**src/rtl/kti_pkg.sv**
```systemverilog
// shared types and constants for the keyframe track interpolator
package kti_pkg;

  localparam int MaxKeys   = 64;
  localparam int SlotW     = $clog2(MaxKeys);
  localparam int CountW    = 7;
  localparam int NumVals   = 10;
  localparam int ValIdxW   = 4;
  localparam int ValDepth  = MaxKeys * NumVals;
  localparam int ValAddrW  = $clog2(ValDepth);
  localparam int FracW     = 17;

  localparam logic [1:0] KIND_TICK  = 2'd0;
  localparam logic [1:0] KIND_WRITE = 2'd1;
  localparam logic [1:0] KIND_START = 2'd2;

  localparam logic CFG_KEY_COUNT = 1'b0;
  localparam logic CFG_DURATION  = 1'b1;

  // commands from controller to datapath
  typedef struct packed {
    logic accept;        // latch input item
    logic write_key;     // write table word
    logic start;         // clear time, set running
    logic add_time;      // saturating add of time_step
    logic scan_rd;       // read key time at scan index
    logic scan_chk;      // compare read key time
    logic seg_rd0;       // read key0 of segment
    logic seg_rd1;       // read key1 of segment
    logic div_init;
    logic div_step;
    logic val_rd_a;      // read value a
    logic val_rd_b;      // read value b
    logic val_mul;       // multiply
    logic val_store;     // store interpolated value
    logic stop;          // ended
    logic load_out;
  } kti_cmd_t;

  typedef struct packed {
    logic [1:0] kind;
    logic       running;
    logic       past_end;
    logic       scan_done;
    logic       div_done;
    logic       val_last;
  } kti_sts_t;

endpackage

```
**src/rtl/kti_ctrl.sv**
```systemverilog
// sequencing controller for the keyframe track interpolator
module kti_ctrl (
  input  logic              clk,
  input  logic              rst_n,
  input  logic              in_valid,
  output logic              in_stall,
  output logic              out_valid,
  input  logic              out_stall,
  input  kti_pkg::kti_sts_t sts,
  output kti_pkg::kti_cmd_t cmd
);
  import kti_pkg::*;

  typedef enum logic [11:0] {
    S_IDLE  = 12'b000000000001,
    S_DEC   = 12'b000000000010,
    S_TIME  = 12'b000000000100,
    S_SCAN  = 12'b000000001000,
    S_SCHK  = 12'b000000010000,
    S_K0    = 12'b000000100000,
    S_K1    = 12'b000001000000,
    S_DIV   = 12'b000010000000,
    S_VA    = 12'b000100000000,
    S_VB    = 12'b001000000000,
    S_MUL   = 12'b010000000000,
    S_STORE = 12'b100000000000
  } state_t;

  state_t state_r, state_nxt;
  logic   ovalid_r, ovalid_nxt;
  logic   phase_r, phase_nxt;

  assign in_stall = state_r != S_IDLE || ovalid_r;
  assign out_valid = ovalid_r;

  always_comb begin
    cmd = '0;
    state_nxt = state_r;
    ovalid_nxt = ovalid_r && out_stall;
    phase_nxt = phase_r;
    case (state_r)
      S_IDLE: begin
        if (in_valid && !in_stall) begin
          cmd.accept = 1'b1;
          state_nxt = S_DEC;
        end
      end
      S_DEC: begin
        state_nxt = S_IDLE;
        case (sts.kind)
          KIND_WRITE: cmd.write_key = 1'b1;
          KIND_START: cmd.start = 1'b1;
          KIND_TICK: if (sts.running) begin
            cmd.add_time = 1'b1;
            state_nxt = S_TIME;
          end
          default: ;
        endcase
      end
      S_TIME: begin
        if (sts.past_end) begin
          cmd.stop = 1'b1;
          cmd.load_out = 1'b1;
          ovalid_nxt = 1'b1;
          state_nxt = S_IDLE;
        end else begin
          state_nxt = S_SCAN;
        end
      end
      S_SCAN: begin
        if (sts.scan_done) state_nxt = S_K0;
        else begin
          cmd.scan_rd = 1'b1;
          state_nxt = S_SCHK;
        end
      end
      S_SCHK: begin
        cmd.scan_chk = 1'b1;
        state_nxt = S_SCAN;
      end
      S_K0: begin
        cmd.seg_rd0 = 1'b1;
        state_nxt = S_K1;
      end
      S_K1: begin
        if (!phase_r) begin
          cmd.seg_rd1 = 1'b1;
          phase_nxt = 1'b1;
        end else begin
          cmd.div_init = 1'b1;
          phase_nxt = 1'b0;
          state_nxt = S_DIV;
        end
      end
      S_DIV: begin
        if (sts.div_done) state_nxt = S_VA;
        else cmd.div_step = 1'b1;
      end
      S_VA: begin
        cmd.val_rd_a = 1'b1;
        state_nxt = S_VB;
      end
      S_VB: begin
        cmd.val_rd_b = 1'b1;
        state_nxt = S_MUL;
      end
      S_MUL: begin
        if (!phase_r) begin
          cmd.val_mul = 1'b1;
          phase_nxt = 1'b1;
        end else begin
          phase_nxt = 1'b0;
          state_nxt = S_STORE;
        end
      end
      S_STORE: begin
        cmd.val_store = 1'b1;
        if (sts.val_last) begin
          cmd.load_out = 1'b1;
          ovalid_nxt = 1'b1;
          state_nxt = S_IDLE;
        end else begin
          state_nxt = S_VA;
        end
      end
      default: state_nxt = S_IDLE;
    endcase
  end

  always_ff @(posedge clk) begin
    if (!rst_n) begin
      state_r <= S_IDLE;
      ovalid_r <= 1'b0;
      phase_r <= 1'b0;
    end else begin
      state_r <= state_nxt;
      ovalid_r <= ovalid_nxt;
      phase_r <= phase_nxt;
    end
  end
endmodule

```
**config.mk**
```make
export PLATFORM = sky130hd
export DESIGN_NAME = kti_ctrl
export DESIGN_NICKNAME = d
export VERILOG_FILES = /design/src/rtl/kti_pkg.sv /design/src/rtl/kti_ctrl.sv
export SDC_FILE = /design/constraint.sdc
export NUM_CORES = 1
export LEC_CHECK = 0
export ABC_AREA = 1
export BUFFER_PORTS_ARGS = -buffer_cell sky130_fd_sc_hd__buf_2
export CAP_MARGIN = 20
export CORE_ASPECT_RATIO = 1.1
export CORE_MARGIN = 2
export CORE_UTILIZATION = 54
export DETAILED_ROUTE_END_ITERATION = 8
export HOLD_SLACK_MARGIN = 0.05
export PLACE_DENSITY = 0.87
export SLEW_MARGIN = 25
export SYNTH_ARGS = -nofsm -noshare
export SYNTH_HDL_FRONTEND = slang
export SYNTH_SLANG_ARGS = --single-unit
```
**constraint.sdc**
```tcl
create_clock -name clk -period 2.4 [get_ports clk]
set_input_delay 0.48 -clock clk [delete_from_list [all_inputs] [get_ports clk]]
set_output_delay 0.48 -clock clk [all_outputs]
set_load 0.05 [all_outputs]
```
### Word-level counts from Yosys, hierarchy flattened

Index checks and enable logic that the tools add are counted.

* flip-flop bits (word level): 14
* input bits: 11
* output and inout bits: 18

* multiplexer cells: 37
* reduce and logical (&&, ||, !) cells: 7
* equal/unequal tests: 19

Operators with widths (count)
* $pmux 12 s12: 1
* $mux 12: 5
* $mux 1: 22
* $eq 12x1->1 const B: 1
* $eq 12x10->1 const B: 1
* $eq 12x11->1 const B: 1
* $eq 12x12->1 const B: 1
* $eq 12x2->1 const B: 1
* $eq 12x3->1 const B: 1
* $eq 12x4->1 const B: 1
* $eq 12x5->1 const B: 1
* $eq 12x6->1 const B: 1
* $eq 12x7->1 const B: 1
* $eq 12x8->1 const B: 1
* $eq 12x9->1 const B: 1
* $ne 12x1->1 const B: 1
* $mux 9: 1
* $ne 2x2->1 const B: 4
* $mux 3: 2
* $mux 6: 1
* $mux 2: 2
* $mux 4: 1
* $pmux 1 s2: 2
* $reduce_and 4->1: 1
* 7 further kinds: 8

### Longest topological paths before layout

Gate-level depths: netlist of run 1.

* depth after elaboration: 6
* gate-level depth with buffers: 9

### Worst setup path after synthesis of run 1

No wires, ideal clock.

* path type: reg-to-output
* start point: register state_r[8]
* end point: output port cmd[15] (netlist bit)
* data arrival time: 2038 ps
* slack: -118 ps
* data required time: 1920 ps
* buffers on the path: 0
* stages on the path, launching flop included: 6
* cell sequence: dfxtp_1 -> nor2_2 -> nand2_4 -> nor2_4 -> nand3_1 -> nor2_1

RTL lines
* start: declaration: RTL line kti_ctrl.sv:29 `state_t state_r, state_nxt;`
* start signal: assignment: RTL line kti_ctrl.sv:136 `state_r <= state_nxt;`
* end: declaration: RTL line kti_ctrl.sv:10 `output kti_pkg::kti_cmd_t cmd`

==> impl_metrics.toml, run 1 <==
[outcome]
outcome = "finished clean"

[floorplan]
fp.dieW_um = 44.8
die_y_um = 48.8
die-area_um2 = 2190
core_area_um2 = 1740
start_util_pct = 56.7
rows = 16
io_pins = 29

[global_routing]
antenna_found_initial = 0
track_usage_pct = 24.1
grt_max_degree = 12
grt_pass1_vias = 924
grt_pass1_wl_um = 3890
gr-total-overflow = 0

[cells_and_area]
fillers = 155
antenna_cells = 0
seqCellArea_um2 = 280
drive_above_1_share_pct = 31.1
nets = 196
final_cells = 201
multi_input_area_um2 = 549
area_growth_pct = 17.6

[clock_tree]
clock_sinks = 14
postCtsResizedCells = 0
cts_setup_buffers = 0
cts_inserted_buffers = 3
cts_hold_buf = 0
path_clk_slew_ns = 0.09
root_buffer = "clkbuf_4"
htreeDepth = 1
clk_latency_ns = 0.28
cts_buffer_depth = 2
cts_tree = "built"

[synthesis]
netlist_area_um2 = 987
syn_nets = 164
yosysSeqAreaShare_pct = 28.4
avgSynthCellArea_um2 = 6.45
ys_types = 22
ys_ff_latch = 14
synth_top_cells_by_area = "dfxtp_1 28%, inv_1 14%, nand2_1 12%"
synthTopCellsByCount = "37 x inv_1, 32 x nand2_1, 16 x nor2_1, 14 x dfxtp_1, 11 x nand3_1"
synthArstFlopShare_pct = 0
synthFlopType = "dfxtp_1"
ys.warnings.count = 0
syn-instance-count = 153
synth_most_common_cell = "inv_1"
synth_top_area_cell = "dfxtp_1"
synth_top_cell_area_share_pct = 28.4
synth_edf_count = 0

[min_path]
whs_endpoint = "state_r[4]"
hold-path-cell-count = 4
holdCritPathClass = "in -> reg"
worstHoldStart = "sts[2]"

[critical_path]
r2r_cells = 7
cp_num_cells = 6
cp.arrival_ns = 1.72
r2r-start = "state_r[8]"
required_ns = 1.92
slowest_stage = "dfxtp_1"
critPathTopFamily = "simple AND/OR/NAND/NOR gates"
cp_cell_sequence = "nor2_2 > nand2_4 > nor2_4 > nand2_2 > nor3_1 > buf_2"
crit_buf_inv = 1
critPathMaxStageDelay_ns = 0.34
crit_fanout = 7
startpoint_type = "flip-flop"
worstSetupPathType = "reg -> out"
reg2reg_setup_slack_ns = 1.01
cp-end-kind = "output pin"
r2r_end = "state_r[8]"

[drt]
initialDrtViolationCount = 29
vias = 1043
wl_per_cell_um = 12.0
ant_nets = 0
vias_per_cell = 5.19
dr.pass1.iters = 5
route.detailed.drc = 0
drt-total-wl_um = 2420

[sta]
setup_viol = 0
finalSetupTns_ns = 0
fin_crit_sh_pct = 91.6
finalMaxSlewViolations = 0
grt_setup_unrepaired = "no"
fmax_ghz = 0.455
hold_viol_final = 0
setup_ws_ns = 0.202
slew_headroom_pct = 82.5
finalWorstPathRequiredPeriod_ns = 2.20
skew_ns = 0.00577
worstMarginPinSlew_ns = 0.260

[placement]
dp.cells = 198
post-place-ws_ns = 0.545
place_hpwl_um = 1890
gp_congestion = 0.800
portBuffers = 28

[run]
drv_cap = 0

[pwr]
p_leak_nw = 0.747
p_per_area_nw_per_um2 = 950
ir_worst_vdd_mv = 0.706
==> flip-flops by register name, indices dropped and copies added, names as in the netlist <==
name       flops
out_valid      1
phase_r        1
state_r       12
==> how the worst max path moves through the flow <==
stage,from,end,slack [ns]
global route,state_r[8],cmd[13],0.09
floorplan,state_r[8],cmd[13],0.01
CTS,state_r[8],cmd[13],0.23
global placement,state_r[2],cmd[0],0.58
detailed placement,state_r[8],cmd[13],0.55
finish,state_r[8],cmd[13],0.20
==> cells by family after synthesis <==
kind of cell | after synthesis | share of synthesized area (%)
buf+inv | 40 | 16.2
simple gates | 94 | 51.1
flops | 14 | 28.4
compound gates | 5 | 4.31
==> worst reg2reg max path, delay by kind of cell (launching register included) <==
| kind | cells | cell delay, ns |
|---|---|---|
| AND/OR/NAND/NOR | 6 | 0.88 |
| flip-flops | 1 | 0.34 |
| buffers and inverters | 1 | 0.09 |
==> metrics by stage <==
step / util (%) / hold WS [ns] / power (W) / cell area, um2
2_1_floorplan: - / 0.467 / 0.000850 / 990
3_3_place_gp: 65.4 / 0.488 / 0.000947 / 1140
3_5_place_dp: 65.4 / 0.502 / 0.000965 / 1140
4_1_cts: 66.7 / 0.471 / 0.00110 / 1160
5_1_grt: 66.7 / 0.459 / 0.00118 / 1160
6_report: 66.7 / 0.463 / 0.00110 / 1160
==> power breakdown <==
| part | switching (W) | internal (W) |
|---|---|---|
| Combinational | 0.000472 | 0.000195 |
| Clock | 0.0000775 | 0.0000583 |
| Sequential | 0.0000317 | 0.000268 |
==> metal layers <==
metal  wire, um  part of all wire (%)  track usage [%]  vias up
li1           -                     -                -      525
met1       1010                    42             28.2      484
met2       1270                    53             42.0       32
met3        119                   4.9             5.19        2
met4         12                  0.50             7.58        0
met5          0                     0                0        -
==> layout make-up <==
type | instances | share of cell area [%]
timing repair buffer | 28 | 12.1
inverter | 39 | 12.6
clock buffer | 3 | 1.94
multi-input combinational | 99 | 47.3
tap | 18 | 1.94
sequential | 14 | 24.1
==> layout by cell type (no fill, tap or decap) <==
cell type,count
and3_1,1
clkbuf_4,3
nand3_1,11
a21oi_1,1
o211ai_4,1
a31oi_1,1
dfxtp_1,14
nor2_8,1
nand3b_1,1
nand2_4,2
inv_2,2
nand2_1,32
nor3_1,10
nor2_4,3
nor2_1,15
nand3_2,4
o21ai_0,2
nand4_2,1
nor3b_1,1
nor2_2,9
inv_1,37
buf_2,28
nand2_2,3
Power figures use the tool's default switching activity.
==> inputs of run 2 (changes only) <==
==> config.mk (replaced) <==
export PLATFORM = sky130hd
export DESIGN_NAME = kti_ctrl
export DESIGN_NICKNAME = d
export VERILOG_FILES = /design/src/rtl/kti_pkg.sv /design/src/rtl/kti_ctrl.sv
export SDC_FILE = /design/constraint.sdc
export NUM_CORES = 1
export LEC_CHECK = 0
export BUFFER_PORTS_ARGS = -buffer_cell sky130_fd_sc_hd__buf_2
export CAP_MARGIN = 20
export CORE_ASPECT_RATIO = 1.1
export CORE_MARGIN = 2
export CORE_UTILIZATION = 53
export DETAILED_ROUTE_END_ITERATION = 8
export HOLD_SLACK_MARGIN = 0.05
export PLACE_DENSITY = 0.86
export SYNTH_ARGS = -nofsm -noshare
export SYNTH_HDL_FRONTEND = slang
export SYNTH_SLANG_ARGS = --single-unit
==> run 2 against run 1 <==
Effect of this change: non-clock buffer count up 7; first-iteration DRC count up 110%; sequential power down 20%; total power down 53%; critical path depth unchanged; worst hold slack worse by 0.065 ns; cell count down 15%; synthesized cell count down 24%; sequential cell count unchanged; worst setup slack worse by 0.13 ns; synthesized area down 5.1%.
==> impl_metrics.toml, run 2 <==
[synthesis]
synth_top_cells_by_area = "dfxtp_1 30%, nor4_4 6.8%, nor2b_1 6.7%"
synthFlopType = "dfxtp_1"
avgSynthCellArea_um2 = 8.08
ys.warnings.count = 0
syn-instance-count = 116
synthArstFlopShare_pct = 0
synth_top_cell_area_share_pct = 29.9
synth_edf_count = 0
netlist_area_um2 = 937
synthTopCellsByCount = "14 x dfxtp_1, 13 x nor2_1, 10 x nor2b_1, 9 x nand2_1"
synth_most_common_cell = "dfxtp_1"
ys_ff_latch = 14
yosysSeqAreaShare_pct = 29.9
synth_top_area_cell = "dfxtp_1"
ys_types = 35
syn_nets = 127

[pwr]
p_per_area_nw_per_um2 = 428
p_leak_nw = 0.571
ir_worst_vdd_mv = 0.308

[global_routing]
antenna_found_initial = 0
gr-total-overflow = 0
grt_pass1_vias = 1036
grt_pass1_wl_um = 4510
grt_max_degree = 10
track_usage_pct = 28.9

[cells_and_area]
layout_common_cells = "23 x buf_2, 12 x nor2_1, 11 x dfxtp_1"
nets = 165
largest_reg_flops = 12
mostFrequentLayoutCell = "buf_2"
antenna_cells = 0
seqCellArea_um2 = 284
regMostFlops = "state_r"
area_growth_pct = 29.6
final_util_pct = 75.3
fillers = 124
multi_input_area_um2 = 649
drive_above_1_share_pct = 35.9

[floorplan]
io_pins = 29
fp.dieW_um = 44.1
rows = 15
die_y_um = 48.1
core_area_um2 = 1610
start_util_pct = 58.1
die-area_um2 = 2120

[clock_tree]
root_buffer = "clkbuf_4"
cts_hold_buf = 0
clk_latency_ns = 0.29
cts_tree = "built"
clock_sinks = 14
cts_inserted_buffers = 3
path_clk_slew_ns = 0.08
cts_buffer_depth = 2
htreeDepth = 1

[critical_path]
cp_cell_sequence = "nor4_4 > buf_4 > and4_1 > a32oi_1 > inv_1 > clkbuf_4"
cp-end-kind = "output pin"
cp.arrival_ns = 1.85
critPathTopFamily = "simple AND/OR/NAND/NOR gates"
crit_fanout = 9
required_ns = 1.92
worstSetupPathType = "reg -> out"
startpoint_type = "flip-flop"
crit_buf_inv = 3
slowest_stage = "dfxtp_1"
critPathMaxStageDelay_ns = 0.40

[sta]
finalWorstPathRequiredPeriod_ns = 2.33
hold_viol_final = 0
fmax_ghz = 0.430
grt_setup_unrepaired = "yes"
finalSetupTns_ns = 0
worstMarginPinSlew_ns = 0.439
slew_headroom_pct = 70.5
skew_ns = 0.00349
fin_crit_sh_pct = 96.9
setup_viol = 0
finalMaxSlewViolations = 0

[outcome]
outcome = "finished clean"

[drt]
wl_per_cell_um = 15.8
vias_per_cell = 6.38
initialDrtViolationCount = 61
ant_nets = 0
dr.pass1.iters = 4
route.detailed.drc = 0
vias = 1085
drt-total-wl_um = 2690

[run]
drv_cap = 0

[min_path]
holdCritPathClass = "in -> reg"

[placement]
place_hpwl_um = 1960
portBuffers = 28
gp_congestion = 0.933
run 2: cell count changes in the layout (fill, tap and decap cells not counted), sizes merged, moves of 4 or more:
| cell | change |
|---|---|
| nand2 | -28 |
| nor3b | +4 |
| nor4 | +6 |
| and3 | +6 |
| nor3 | -4 |
| nor2b | +10 |
| inv | -34 |
| buf | +5 |
| nand3 | -9 |
| nor2 | -15 |
run 2: worst paths after layout:
check	startpoint	to	slack, ns	cells past startpoint
setup / recovery	state_r[3]	cmd[0]	0.07	6
hold / removal	sts[2]	state_r[4]	0.40	2
setup reg to reg	state_r[2]	state_r[3]	0.73	5
hold reg to reg	out_valid	out_valid	0.49	2
run 2: cell type report:
class                   count  area share [%]
clock buffers               4            2.99
inverters                   5            1.54
multi-input cells          95            53.4
flip-flops and latches     14            23.4
well taps                  17            1.75
repair buffers             35            16.9
run 2: power by group:
group	leakage, nW	internal, W	switching [W]
registers	0.115	0.000235	0.00000527
logic	0.435	0.0000380	0.0000646
clock network	0.0210	0.0000926	0.0000836
total	0.571	0.000366	0.000153
run 2: repair_timing:
action,CTS,global route
endpoints found under the hold margin,0,0
resized for setup,1,13
setup endpoints to repair,10,13
setup buffers,4,1
pin swaps,3,1
run 2: routing by layer:
layer | vias to the layer above | GRT usage [%] | part of all wire [%]
li1 | 504 | - | -
met1 | 500 | 33.3 | 41
met2 | 64 | 48.2 | 48
met3 | 17 | 5.93 | 7.0
met4 | 0 | 21.8 | 4.6
met5 | - | 0 | 0
run 2: cell families after synthesis:
kind of cell,count (synthesis),synth area share [%]
buffers and inverters,7,3.07
flip-flops,14,29.9
AND/OR/NAND/NOR,72,48.3
XOR/XNOR,4,3.74
AO/OA/AOI/OAI,19,15.0
run 2: stage by stage:
| step | area [um2] | instances | hold WS [ns] | setup slack, ns | power (W) |
|---|---|---|---|---|---|
| floorplan | 947 | 116 | 0.494 | -0.288 | 0.000311 |
| global placement | 1110 | 161 | 0.487 | 0.279 | 0.000341 |
| detailed placement | 1110 | 161 | 0.479 | 0.189 | 0.000343 |
| CTS | 1190 | 169 | 0.392 | 0.00000555 | 0.000516 |
| global route | 1210 | 170 | 0.399 | -0.0353 | 0.000538 |
| finish | 1210 | 170 | 0.398 | 0.0739 | 0.000520 |
